File: src/hw/rtl/assert_macros.svh
// Assertion macros shared by the panel RTL.
`ifndef ASSERT_MACROS_SVH
`define ASSERT_MACROS_SVH

// Condition holds at every edge outside reset.
`define KMLP_ASSERT_ALWAYS(label, cond) \
  label: assert property (@(posedge clk) disable iff (rst) (cond)) \
    else $error("kmlp: invariant violated");

// Antecedent implies consequent in the same cycle.
`define KMLP_ASSERT_IMPL(label, ante, cons) \
  label: assert property (@(posedge clk) disable iff (rst) (ante) |-> (cons)) \
    else $error("kmlp: same-cycle implication violated");

// Antecedent implies consequent in the next cycle.
`define KMLP_ASSERT_NEXT(label, ante, cons) \
  label: assert property (@(posedge clk) disable iff (rst) (ante) |=> (cons)) \
    else $error("kmlp: next-cycle implication violated");

`endif

File: src/hw/rtl/kmlp_pkg.sv
// Types and constants for the key menu LED panel.
`default_nettype none

package kmlp_pkg;

  // Menu phase, one-hot
  typedef enum logic [2:0] {
    PH_TASK  = 3'b001,
    PH_SPEED = 3'b010,
    PH_RUN   = 3'b100
  } phase_t;

  // Which key is held latched, one-hot (none is all zero)
  typedef enum logic [1:0] {
    LATCH_NONE = 2'b00,
    LATCH_ONE  = 2'b01,
    LATCH_TWO  = 2'b10
  } latch_t;

  // Reported menu_state codes
  localparam logic [1:0] STATE_TASK  = 2'd0;
  localparam logic [1:0] STATE_SPEED = 2'd1;
  localparam logic [1:0] STATE_RUN   = 2'd2;

  localparam logic [2:0] TASK_NONE   = 3'd0;
  localparam logic [2:0] TASK_FIRST  = 3'd1;
  localparam logic [2:0] TASK_MAX    = 3'd4;
  localparam logic [6:0] SPEED_MIN   = 7'd30;
  localparam logic [6:0] SPEED_MAX   = 7'd100;
  localparam logic [6:0] SPEED_STEP  = 7'd10;
  localparam logic [4:0] LED_ALL_OFF = 5'h1F;
  localparam logic [3:0] LIMIT_RESET = 4'd4;

  typedef struct packed {
    logic key_one_low;
    logic key_two_low;
    logic round_zone;
  } in_word_t;

  typedef struct packed {
    logic [4:0] led_levels;
    logic       mode_led_level;
    logic [2:0] task_now;
    logic [6:0] speed_now;
    logic [1:0] menu_state;
  } out_word_t;

  // Key side state
  typedef struct packed {
    phase_t     phase;
    logic [2:0] task_sel;
    logic [6:0] speed_sel;
    latch_t     latch;
    logic [3:0] press_count;
  } key_state_t;

  // LED side state
  typedef struct packed {
    logic [4:0] bank;
    logic       mode;
    logic [2:0] shown_task;
    logic [6:0] shown_speed;
    logic [3:0] speed_code;
  } led_state_t;

endpackage

`default_nettype wire

File: src/hw/rtl/key_menu_led_panel.sv
// Top level of the two-button key menu LED panel.
//
// Input channel in_valid/in_ready/in_data carries one scan tick per word:
// both key levels (1 = pressed) and the round indicator. Output channel
// out_valid/out_ready/out_data returns one word per tick: LED pin levels
// (active low), mode LED, task, speed and menu state after that tick.
// A word accepted at an edge is shown on out_data from that edge on.
// Throughput is one word per cycle while the receiver does not stall, set
// by the single state register stage that holds the key and LED state.
// The debounce limit is written through debounce_limit_we and
// debounce_limit_wdata, with no handshake; write it only while idle.
// Reset (rst, synchronous) returns the menu to task setting, speed 30,
// all LEDs off, debounce limit 4, and empties the output register.
// When the receiver stalls, the output word holds; in_ready stays high
// only while the output register is empty or being drained this cycle.
`default_nettype none
`include "assert_macros.svh"

module key_menu_led_panel
  import kmlp_pkg::*;
(
  input  logic       clk,
  input  logic       rst,
  input  logic       in_valid,
  output logic       in_ready,
  input  in_word_t   in_data,
  output logic       out_valid,
  input  logic       out_ready,
  output out_word_t  out_data,
  input  logic       debounce_limit_we,
  input  logic [3:0] debounce_limit_wdata
);

  key_state_t key_q;
  key_state_t key_next;
  led_state_t led_q;
  led_state_t led_next;
  logic [3:0] limit;
  logic       take;
  logic [1:0] state_code;

  assign in_ready = !out_valid || out_ready;
  assign take     = in_valid && in_ready;

  kmlp_keys u_keys (
    .cur   (key_q),
    .word  (in_data),
    .limit (limit),
    .nxt   (key_next)
  );

  kmlp_leds u_leds (
    .keys       (key_next),
    .cur        (led_q),
    .round_zone (in_data.round_zone),
    .nxt        (led_next)
  );

  // phase to reported code
  always_comb begin
    unique case (key_next.phase)
      PH_TASK:  state_code = STATE_TASK;
      PH_SPEED: state_code = STATE_SPEED;
      PH_RUN:   state_code = STATE_RUN;
      default:  state_code = STATE_TASK;
    endcase
  end

  // config register
  always_ff @(posedge clk) begin
    if (rst) begin
      limit <= LIMIT_RESET;
    end else if (debounce_limit_we) begin
      limit <= debounce_limit_wdata;
    end
  end

  // panel state
  always_ff @(posedge clk) begin
    if (rst) begin
      key_q.phase       <= PH_TASK;
      key_q.task_sel    <= TASK_NONE;
      key_q.speed_sel   <= SPEED_MIN;
      key_q.latch       <= LATCH_NONE;
      key_q.press_count <= 4'd0;
      led_q.bank        <= LED_ALL_OFF;
      led_q.mode        <= 1'b1;
      led_q.shown_task  <= TASK_NONE;
      led_q.shown_speed <= 7'd0;
      led_q.speed_code  <= 4'd0;
    end else if (take) begin
      key_q <= key_next;
      led_q <= led_next;
    end
  end

  // output register
  always_ff @(posedge clk) begin
    if (rst) begin
      out_valid <= 1'b0;
    end else if (take) begin
      out_valid <= 1'b1;
    end else if (out_ready) begin
      out_valid <= 1'b0;
    end
  end

  always_ff @(posedge clk) begin
    if (take) begin
      out_data.led_levels     <= led_next.bank;
      out_data.mode_led_level <= led_next.mode;
      out_data.task_now       <= key_next.task_sel;
      out_data.speed_now      <= key_next.speed_sel;
      out_data.menu_state     <= state_code;
    end
  end

  `KMLP_ASSERT_NEXT(a_take_gives_word, take, out_valid)
  `KMLP_ASSERT_NEXT(a_run_is_final, key_q.phase == PH_RUN, key_q.phase == PH_RUN)
  `KMLP_ASSERT_ALWAYS(a_task_range, key_q.task_sel <= TASK_MAX)
  `KMLP_ASSERT_IMPL(a_task_phase_no_code, key_q.phase == PH_TASK, led_q.speed_code == 4'd0)

endmodule

`default_nettype wire

File: src/hw/rtl/kmlp_keys.sv
// Key scan: debounce, latch and menu selection update for one tick.
`default_nettype none

module kmlp_keys
  import kmlp_pkg::*;
(
  input  key_state_t cur,
  input  in_word_t   word,
  input  logic [3:0] limit,
  output key_state_t nxt
);

  logic [4:0] cnt_inc;
  logic       hit;
  logic [7:0] speed_sum;

  assign cnt_inc   = {1'b0, cur.press_count} + 5'd1;
  assign hit       = cnt_inc > {1'b0, limit};
  assign speed_sum = {1'b0, cur.speed_sel} + {1'b0, SPEED_STEP};

  // Key one first, then key two, release only with both keys up
  always_comb begin
    nxt = cur;
    if (cur.phase != PH_RUN) begin
      priority if (word.key_one_low && cur.latch != LATCH_ONE) begin
        nxt.press_count = hit ? 4'd0 : cnt_inc[3:0];
        if (hit) begin
          nxt.latch = LATCH_ONE;
          if (cur.phase == PH_TASK) begin
            nxt.task_sel = (cur.task_sel >= TASK_MAX) ? TASK_FIRST
                                                      : cur.task_sel + 3'd1;
          end else if (cur.phase == PH_SPEED) begin
            nxt.speed_sel = (speed_sum > {1'b0, SPEED_MAX}) ? SPEED_MIN
                                                            : speed_sum[6:0];
          end
        end
      end else if (word.key_two_low && cur.latch != LATCH_TWO) begin
        nxt.press_count = hit ? 4'd0 : cnt_inc[3:0];
        if (hit) begin
          nxt.latch = LATCH_TWO;
          unique case (cur.phase)
            PH_TASK:  nxt.phase = PH_SPEED;
            PH_SPEED: nxt.phase = PH_RUN;
            default:  nxt.phase = PH_TASK;
          endcase
        end
      end else if (!word.key_one_low && !word.key_two_low) begin
        nxt.latch       = LATCH_NONE;
        nxt.press_count = 4'd0;
      end else begin
        // held key stays latched, nothing changes
      end
    end
  end

endmodule

`default_nettype wire

File: src/hw/rtl/kmlp_leds.sv
// LED update: task one-hot, speed code, and run-phase round indicator.
`default_nettype none

module kmlp_leds
  import kmlp_pkg::*;
(
  input  key_state_t keys,
  input  led_state_t cur,
  input  logic       round_zone,
  output led_state_t nxt
);

  // speed/10 - 2, four bits
  function automatic logic [3:0] speed_code_of(input logic [6:0] s);
    logic [3:0] c;
    c = 4'd0;
    priority if (s >= 7'd120) c = 4'd10;
    else if (s >= 7'd110) c = 4'd9;
    else if (s >= 7'd100) c = 4'd8;
    else if (s >= 7'd90)  c = 4'd7;
    else if (s >= 7'd80)  c = 4'd6;
    else if (s >= 7'd70)  c = 4'd5;
    else if (s >= 7'd60)  c = 4'd4;
    else if (s >= 7'd50)  c = 4'd3;
    else if (s >= 7'd40)  c = 4'd2;
    else if (s >= 7'd30)  c = 4'd1;
    else c = 4'd0;
    return c;
  endfunction

  logic [3:0] code;
  logic [4:0] task_mask;

  assign code      = speed_code_of(keys.speed_sel);
  assign task_mask = 5'd1 << keys.task_sel;

  // Per-phase LED behavior, driven by the post-scan selection
  always_comb begin
    nxt = cur;
    unique case (keys.phase)
      PH_TASK: begin
        nxt.mode = 1'b1;
        if (cur.shown_task != keys.task_sel) nxt.bank = LED_ALL_OFF;
        nxt.shown_task = keys.task_sel;
        if (keys.task_sel >= TASK_FIRST && keys.task_sel <= TASK_MAX) begin
          nxt.bank = nxt.bank & ~task_mask;
        end
      end
      PH_SPEED: begin
        nxt.mode = 1'b0;
        if (cur.shown_speed != keys.speed_sel) nxt.bank = LED_ALL_OFF;
        nxt.shown_speed = keys.speed_sel;
        nxt.speed_code  = code;
        // codes 1..7 in binary on LEDs 1..3, code 8 on LED 4
        if (code >= 4'd1 && code <= 4'd7) begin
          nxt.bank = nxt.bank & ~{1'b0, code[2:0], 1'b0};
        end else if (code == 4'd8) begin
          nxt.bank = nxt.bank & 5'b01111;
        end
      end
      PH_RUN: begin
        // first run tick clears the speed display
        if (cur.speed_code != 4'd0) begin
          nxt.mode       = 1'b1;
          nxt.bank       = LED_ALL_OFF;
          nxt.speed_code = 4'd0;
        end
        nxt.bank[0] = ~round_zone;
      end
      default: ;
    endcase
  end

endmodule

`default_nettype wire
File: config.mk
export PLATFORM = sky130hd
export DESIGN_NAME = key_menu_led_panel
export DESIGN_NICKNAME = d
export VERILOG_FILES = /design/src/hw/rtl/kmlp_pkg.sv /design/src/hw/rtl/key_menu_led_panel.sv /design/src/hw/rtl/kmlp_keys.sv /design/src/hw/rtl/kmlp_leds.sv
export VERILOG_INCLUDE_DIRS = /design/src /design/src/hw/rtl
export SDC_FILE = /design/constraint.sdc
export NUM_CORES = 1
export LEC_CHECK = 0
export BUFFER_PORTS_ARGS = -buffer_cell sky130_fd_sc_hd__buf_4
export CAP_MARGIN = 20
export CORE_MARGIN = 4
export CORE_UTILIZATION = 30
export DETAILED_ROUTE_END_ITERATION = 6
export HOLD_SLACK_MARGIN = 0.1
export SLEW_MARGIN = 10
export SYNTH_ARGS = -nofsm -noshare
export SYNTH_HDL_FRONTEND = slang
export SYNTH_SLANG_ARGS = --single-unit
File: constraint.sdc
create_clock -name clk -period 3.2 [get_ports clk]
set_input_delay 0.32 -clock clk [delete_from_list [all_inputs] [get_ports clk]]
set_output_delay 0.32 -clock clk [all_outputs]
set_load 0.1 [all_outputs]
### Word-level counts from Yosys, hierarchy flattened

Cells that the tools add are included.

* add/subtract/negate cells: 3
* $lt $le $gt $ge: 17
* equal/unequal tests: 14
* shift-type cells: 1
* muxes and demuxes: 41
* bitwise logic cells: 5
* reductions and logical operators: 19

Operator list (count)
* 4-bit two-way mux: 11
* 7-bit greater-or-equal comparator (second input constant): 6
* 5-bit two-way mux: 7
* 6-bit two-way mux: 4
* 7-bit by 6-bit greater-or-equal comparator with 1-bit output (second input constant): 3
* 7-bit two-way mux: 3
* 19-bit two-way mux: 1
* 6-bit case mux with 3 select lines: 1
* 3-bit two-way mux: 5
* 12-bit two-way mux: 1
* 5-bit AND: 2
* 10-bit two-way mux: 1
* 7-bit by 4-bit adder with 8-bit output (second input constant): 1
* 8-bit by 7-bit greater-than comparator with 1-bit output (second input constant): 1
* 2-bit by 1-bit != test with 1-bit output (second input constant): 4
* 4-bit case mux with 2 select lines: 1
* 7-bit by 5-bit greater-or-equal comparator with 1-bit output (second input constant): 1
* 7-bit != test: 1
* 3-bit by 1-bit == test with 1-bit output (second input constant): 2
* 3-bit by 2-bit == test with 1-bit output (second input constant): 2
* 1-bit logical AND: 6
* 3-bit case mux with 2 select lines: 1
* 3-bit AND reduction: 2
* 4-bit by 1-bit adder with 5-bit output (second input constant): 1
* other kinds (26): 32

* register bits after elaboration: 62
* input bits: 12
* output and inout bits: 20
* word-level logic and storage cells: 117

### Longest topological paths before layout

* depth in word-level cells: 23
* depth in mapped cells: 17
* gate-level depth less buffers: 15

### By module

From an unflattened synthesis, not the netlist that was laid out.

* cell total of the unflattened synthesis: 514
* area total of the unflattened synthesis: 4321.6 sq um

Modules (own cells, without submodules)
* key_menu_led_panel: times used 1, cells each 215, area each 2398.6 sq um, sequential area each 1421.4 sq um
* kmlp_leds: times used 1, cells each 172, area each 1069.8 sq um, sequential area each 0.0 sq um
* kmlp_keys: times used 1, cells each 127, area each 853.3 sq um, sequential area each 0.0 sq um

### Least setup slack after synthesis

Ideal clock, no wire load.

* path kind: register to register
* from: reg key_q[0] in the netlist's numbering
* to: reg out_data[13] in the netlist's numbering, data pin
* setup time: 0.254 ns
* arrival: 3.278 ns
* data required time: 2.946 ns
* slack: -0.332 ns
* cell stages (with the launch flop): 15
* period minus slack after synthesis: 3.532 ns
* cells stage by stage: dfxtp_1 ha_1 xor2_1 ha_1 and4b_1 a211o_1 o211ai_1 or4_1 and3_1 xnor2_1 or4_4 nor3_4 o2111ai_1 a21oi_1 nor2_1

RTL lines
* from (decl): line key_menu_led_panel.sv:34 `key_state_t key_q;`
* from (signal assigned): line key_menu_led_panel.sv:92 `key_q <= key_next;`
* to (decl): line key_menu_led_panel.sv:29 `output out_word_t out_data,`

### Worst setup path in the final report

* from: reg key_q[0] in the netlist's numbering
* to: reg led_q[17] in the netlist's numbering

* longest elaborated chain between the ends: 20

RTL lines
* 4-bit by 1-bit adder with 5-bit output (*): line kmlp_keys.sv:17 `assign cnt_inc = {1'b0, cur.press_count} + 5'd1;`
* 5-bit by 4-bit greater-than comparator with 1-bit output (*): line kmlp_keys.sv:18 `assign hit = cnt_inc > {1'b0, limit};`
* 12-bit two-way mux: line kmlp_keys.sv:27 `if (hit) begin`
* 10-bit two-way mux: line kmlp_keys.sv:25 `priority if (word.key_one_low && cur.latch != LATCH_ONE) begin`
* 19-bit two-way mux (*): line kmlp_keys.sv:24 `if (cur.phase != PH_RUN) begin`
* 7-bit by 5-bit greater-or-equal comparator with 1-bit output: line kmlp_leds.sv:26 `else if (s >= 7'd30) c = 4'd1;`
* 1-bit two-way mux: line kmlp_leds.sv:26
* 4-bit two-way mux: line kmlp_leds.sv:25 `else if (s >= 7'd40) c = 4'd2;`
* [... 4 more ...]
* 4-bit two-way mux: line kmlp_leds.sv:20 `else if (s >= 7'd90) c = 4'd7;`
* 4-bit two-way mux: line kmlp_leds.sv:19 `else if (s >= 7'd100) c = 4'd8;`
* 4-bit two-way mux: line kmlp_leds.sv:18 `else if (s >= 7'd110) c = 4'd9;`
* 4-bit two-way mux: line kmlp_leds.sv:17 `priority if (s >= 7'd120) c = 4'd10;`
* 4-bit by 1-bit greater-or-equal comparator with 1-bit output or 4-bit by 3-bit less-or-equal comparator with 1-bit output (tied branches): line kmlp_leds.sv:55 `if (code >= 4'd1 && code <= 4'd7) begin`
* 1-bit logical AND: line kmlp_leds.sv:55
* 5-bit two-way mux: line kmlp_leds.sv:55
* 6-bit case mux with 3 select lines (*): line kmlp_leds.sv:40 `unique case (keys.phase)`
* to (signal assigned): line key_menu_led_panel.sv:93 `led_q <= led_next;`
* to (decl): line key_menu_led_panel.sv:36 `led_state_t led_q;`

Mark *: on every way between the ends. The rest lies on a longest branch, timed or not. The select of a mux whose other input is x is not followed.
A chain may end at the register's enable or synchronous reset.

==> impl_metrics.env <==
export IMPL_status="finished, violations left"
export IMPL_failed_checks="setup timing"
export IMPL_r2r_slack_ns=-0.54
export IMPL_powerDensity_nw_per_um2=480
export IMPL_cts_sinks=62
export IMPL_synthMuxAreaShare_pct=2.65
export IMPL_r2r_start="key_q[0]"
export IMPL_synth_edf_count=18
export IMPL_setup_viol=14
export IMPL_worstPathRequired_ns=3.46
export IMPL_cts_tree="built"
export IMPL_criticalPathCategory="register to register"
export IMPL_maxSlewHeadroom_pct=61.2
export IMPL_ys_seq_elements=62
export IMPL_wl_met2_um=6060
export IMPL_syn_area_per_cell_sq_um=8.10
export IMPL_fin_crit_sh_pct=117
export IMPL_diodes=0
export IMPL_drv_cap=0
export IMPL_insertion_delay_ns=0.33
export IMPL_routed_wl_um=11800
export IMPL_globalRouteOverflowTotal=0
export IMPL_start_util_pct=30.7
export IMPL_placed_cell_area_sq_um=4940
export IMPL_drt_met1_wl_um=5010
export IMPL_dieArea_sq_um=14800
export IMPL_die_h_um=122
export IMPL_seq_area_sq_um=1430
export IMPL_crit_arrival_ns=4.00
export IMPL_yosys_cell_types_count=70
export IMPL_path_clk_slew_ns=0.06
export IMPL_synth_top_area_share_pct=22.8
export IMPL_synth_top_cells_by_area="dfxtp_1 23%, edfxtp_1 14%, a21oi_1 5.3%"
export IMPL_synth_xor_area_share_pct=2.04
export IMPL_crit_fanout=10
export IMPL_fmax_mhz=268
export IMPL_dr_pass1_iters=5
export IMPL_coreArea_sq_um=12600
export IMPL_grt_pass1_wl_um=19100
export IMPL_syn_area_sq_um=3870
export IMPL_ys_warn_count=0
export IMPL_grt_use_total_pct=16.1
export IMPL_synthFlopType="dfxtp_1"
export IMPL_fp_dieW_um=122
export IMPL_period_needed_ns=3.74
export IMPL_async_flop_share_pct=0
export IMPL_fin_nets=623
export IMPL_synth_compound_area_share_pct=25.8
export IMPL_final_common_cell="buf_4"
export IMPL_ir_drop_v=0.000266
export IMPL_min_to="limit[2]"
export IMPL_final_cell_area_sq_um=5660
export IMPL_yosysSeqAreaShare_pct=36.7
export IMPL_place_gp_congestion=0.921
export IMPL_layout_drive_gt1_share_pct=36.2
export IMPL_worstSetupStartpointType="register"
export IMPL_worst_pin_slew_ns=0.578
export IMPL_n_fill_cell=1250
export IMPL_critPathCaptureType="register"
export IMPL_synth_fa_ha_area_share_pct=2.84
export IMPL_whs_path_depth=3
export IMPL_synth_nets=498
export IMPL_p_leak_nw=2.27
export IMPL_report_final_slew_viol_count=0
export IMPL_wl_per_cell_um=15.1
export IMPL_io_pins=32
export IMPL_vias=4086
export IMPL_grt_max_degree=31
export IMPL_clock_path_buffers=2
export IMPL_dr_max_layer_used="met4"
export IMPL_clock_skew_ns=0.00597
export IMPL_fin_util_pct=44.8
export IMPL_synth_top_cell_by_area="dfxtp_1"
export IMPL_grt_antenna_before_repair=0
export IMPL_htreeDepth=3
export IMPL_hold_path_class="input port to register"
export IMPL_grt_pass1_vias=4006
export IMPL_cts_buffers=9
export IMPL_synth_top_family_by_area="compound AO/OA/AOI/OAI gates"
export IMPL_portBuffers=31
export IMPL_r2r_cells=15
export IMPL_min_from="debounce_limit_wdata[2]"
export IMPL_layout_common_cells="134 x buf_4, 50 x nor2_1, 47 x nand2_1"
export IMPL_met3WireLength_um=411
export IMPL_hold_violations=0
export IMPL_dp_hpwl_um=8390
export IMPL_final_antenna_net_count=0
export IMPL_cts_root_buffer="clkbuf_16"
export IMPL_rows=41
export IMPL_synthSimpleGateAreaFrac_pct=24.4
export IMPL_synthToLayoutAreaGrowth_pct=46.2
export IMPL_reg2reg_to="led_q[17]"
export IMPL_synthCells=478
export IMPL_drc=0
export IMPL_drt_iter0_drc=296
export IMPL_multi_input_comb_area_sq_um=2520
export IMPL_setup_slack_ns=-0.536
export IMPL_avgViaCountPerCell=5.24
export IMPL_rsz0062_at_grt="true"
[how the worst max path moves through the flow]
stage,startpoint,to,slack (ns)
floorplan,key_q[0],out_data[13],-0.28
global placement,key_q[1],out_data[13],-0.54
detailed placement,key_q[1],led_q[16],-0.61
CTS,key_q[0],out_data[13],-0.45
global route,key_q[0],out_data[13],-0.70
finish,key_q[0],led_q[17],-0.54
[synth_stat cells, drive strengths merged, types with 4 or more instances]
cell type  count
nor2          54
nand2         51
dfxtp         44
a21oi         42
inv           28
o21ai         25
clkbuf        19
edfxtp        18
nand3         16
a211oi        14
nor3          14
nand2b         9
ha             8
mux2i          8
o211ai         8
a22oi          7
a31oi          6
and2           6
buf            6
nor2b          6
or3            6
or2            5
xnor2          5
a211o          4
a21o           4
a311oi         4
nor4           4
o21a           4
o41ai          4
xor2           4
[area by class of cell]
cell class / instances / area share, %
clock buffer: 9 / 3.98
clock inverter: 7 / 1.57
inverter: 28 / 1.86
multi-input combinational: 363 / 44.5
sequential: 62 / 25.3
tap: 172 / 3.80
timing repair buffer: 139 / 18.9
[flip-flops by register name (all words and copies together), names as in the netlist]
| signal | cells |
|---|---|
| out_data | 18 |
| out_valid | 1 |
| limit | 4 |
| led_q | 20 |
| key_q | 19 |
[worst max-delay path, cell delays in order, from the launching register on]
cell and delay (ns):
dfxtp_4 0.36, ha_4 0.17, xor2_2 0.15, ha_4 0.28, and4b_1 0.18, a211o_1 0.11
o211ai_1 0.24, or4_1 0.58, and3_4 0.17, buf_4 0.18, or3_1 0.39, a32o_2 0.28
o21ai_2 0.16, nand2_1 0.09, and4_1 0.20, o21ai_1 0.10
[through the flow]
step | TNS [ns] | hold WS [ns] | std cells | power (mW) | setup WS, ns
3_5_place_dp | -6.59 | 0.485 | 747 | 1.62 | -0.608
5_1_grt | -8.45 | 0.229 | 780 | 2.84 | -0.704
3_3_place_gp | -5.60 | 0.471 | 747 | 1.61 | -0.544
2_1_floorplan | -2.02 | 0.449 | 478 | 1.37 | -0.283
4_1_cts | -4.79 | 0.208 | 772 | 2.69 | -0.445
6_report | -6.08 | 0.218 | 780 | 2.72 | -0.536
[metal layers]
metal | vias up | track usage [%]
li1 | 1997 | -
met1 | 1974 | 19.5
met2 | 89 | 28.4
met3 | 26 | 2.79
met4 | 0 | 6.23
met5 | - | 0
[power by group]
| part | total, mW | switching, mW | leakage (nW) | internal [mW] |
|---|---|---|---|---|
| Combinational | 0.784 | 0.471 | 1.60 | 0.313 |
| Clock | 1.04 | 0.360 | 0.150 | 0.675 |
| Sequential | 0.899 | 0.0374 | 0.525 | 0.861 |
[logic make-up (layout without fill, tap and decap cells)]
kind of cell / count (synthesis) / after routing
buffers and inverters: 53 / 183
and+or+nand+nor: 190 / 190
DFF: 62 / 62
xor gates and xnor gates: 9 / 9
muxes: 10 / 10
AOI/OAI and AO/OA: 145 / 145
adders and majority gates: 9 / 9
[timing repair]
action                                  4_1_cts  5_1_grt
hold buffers                                  0        0
setup buffers                                 9        8
pin swaps                                    18       14
endpoints found under the setup margin       14       24
resized for setup                            23       37
No activity file was read; power rests on OpenSTA's default activity.
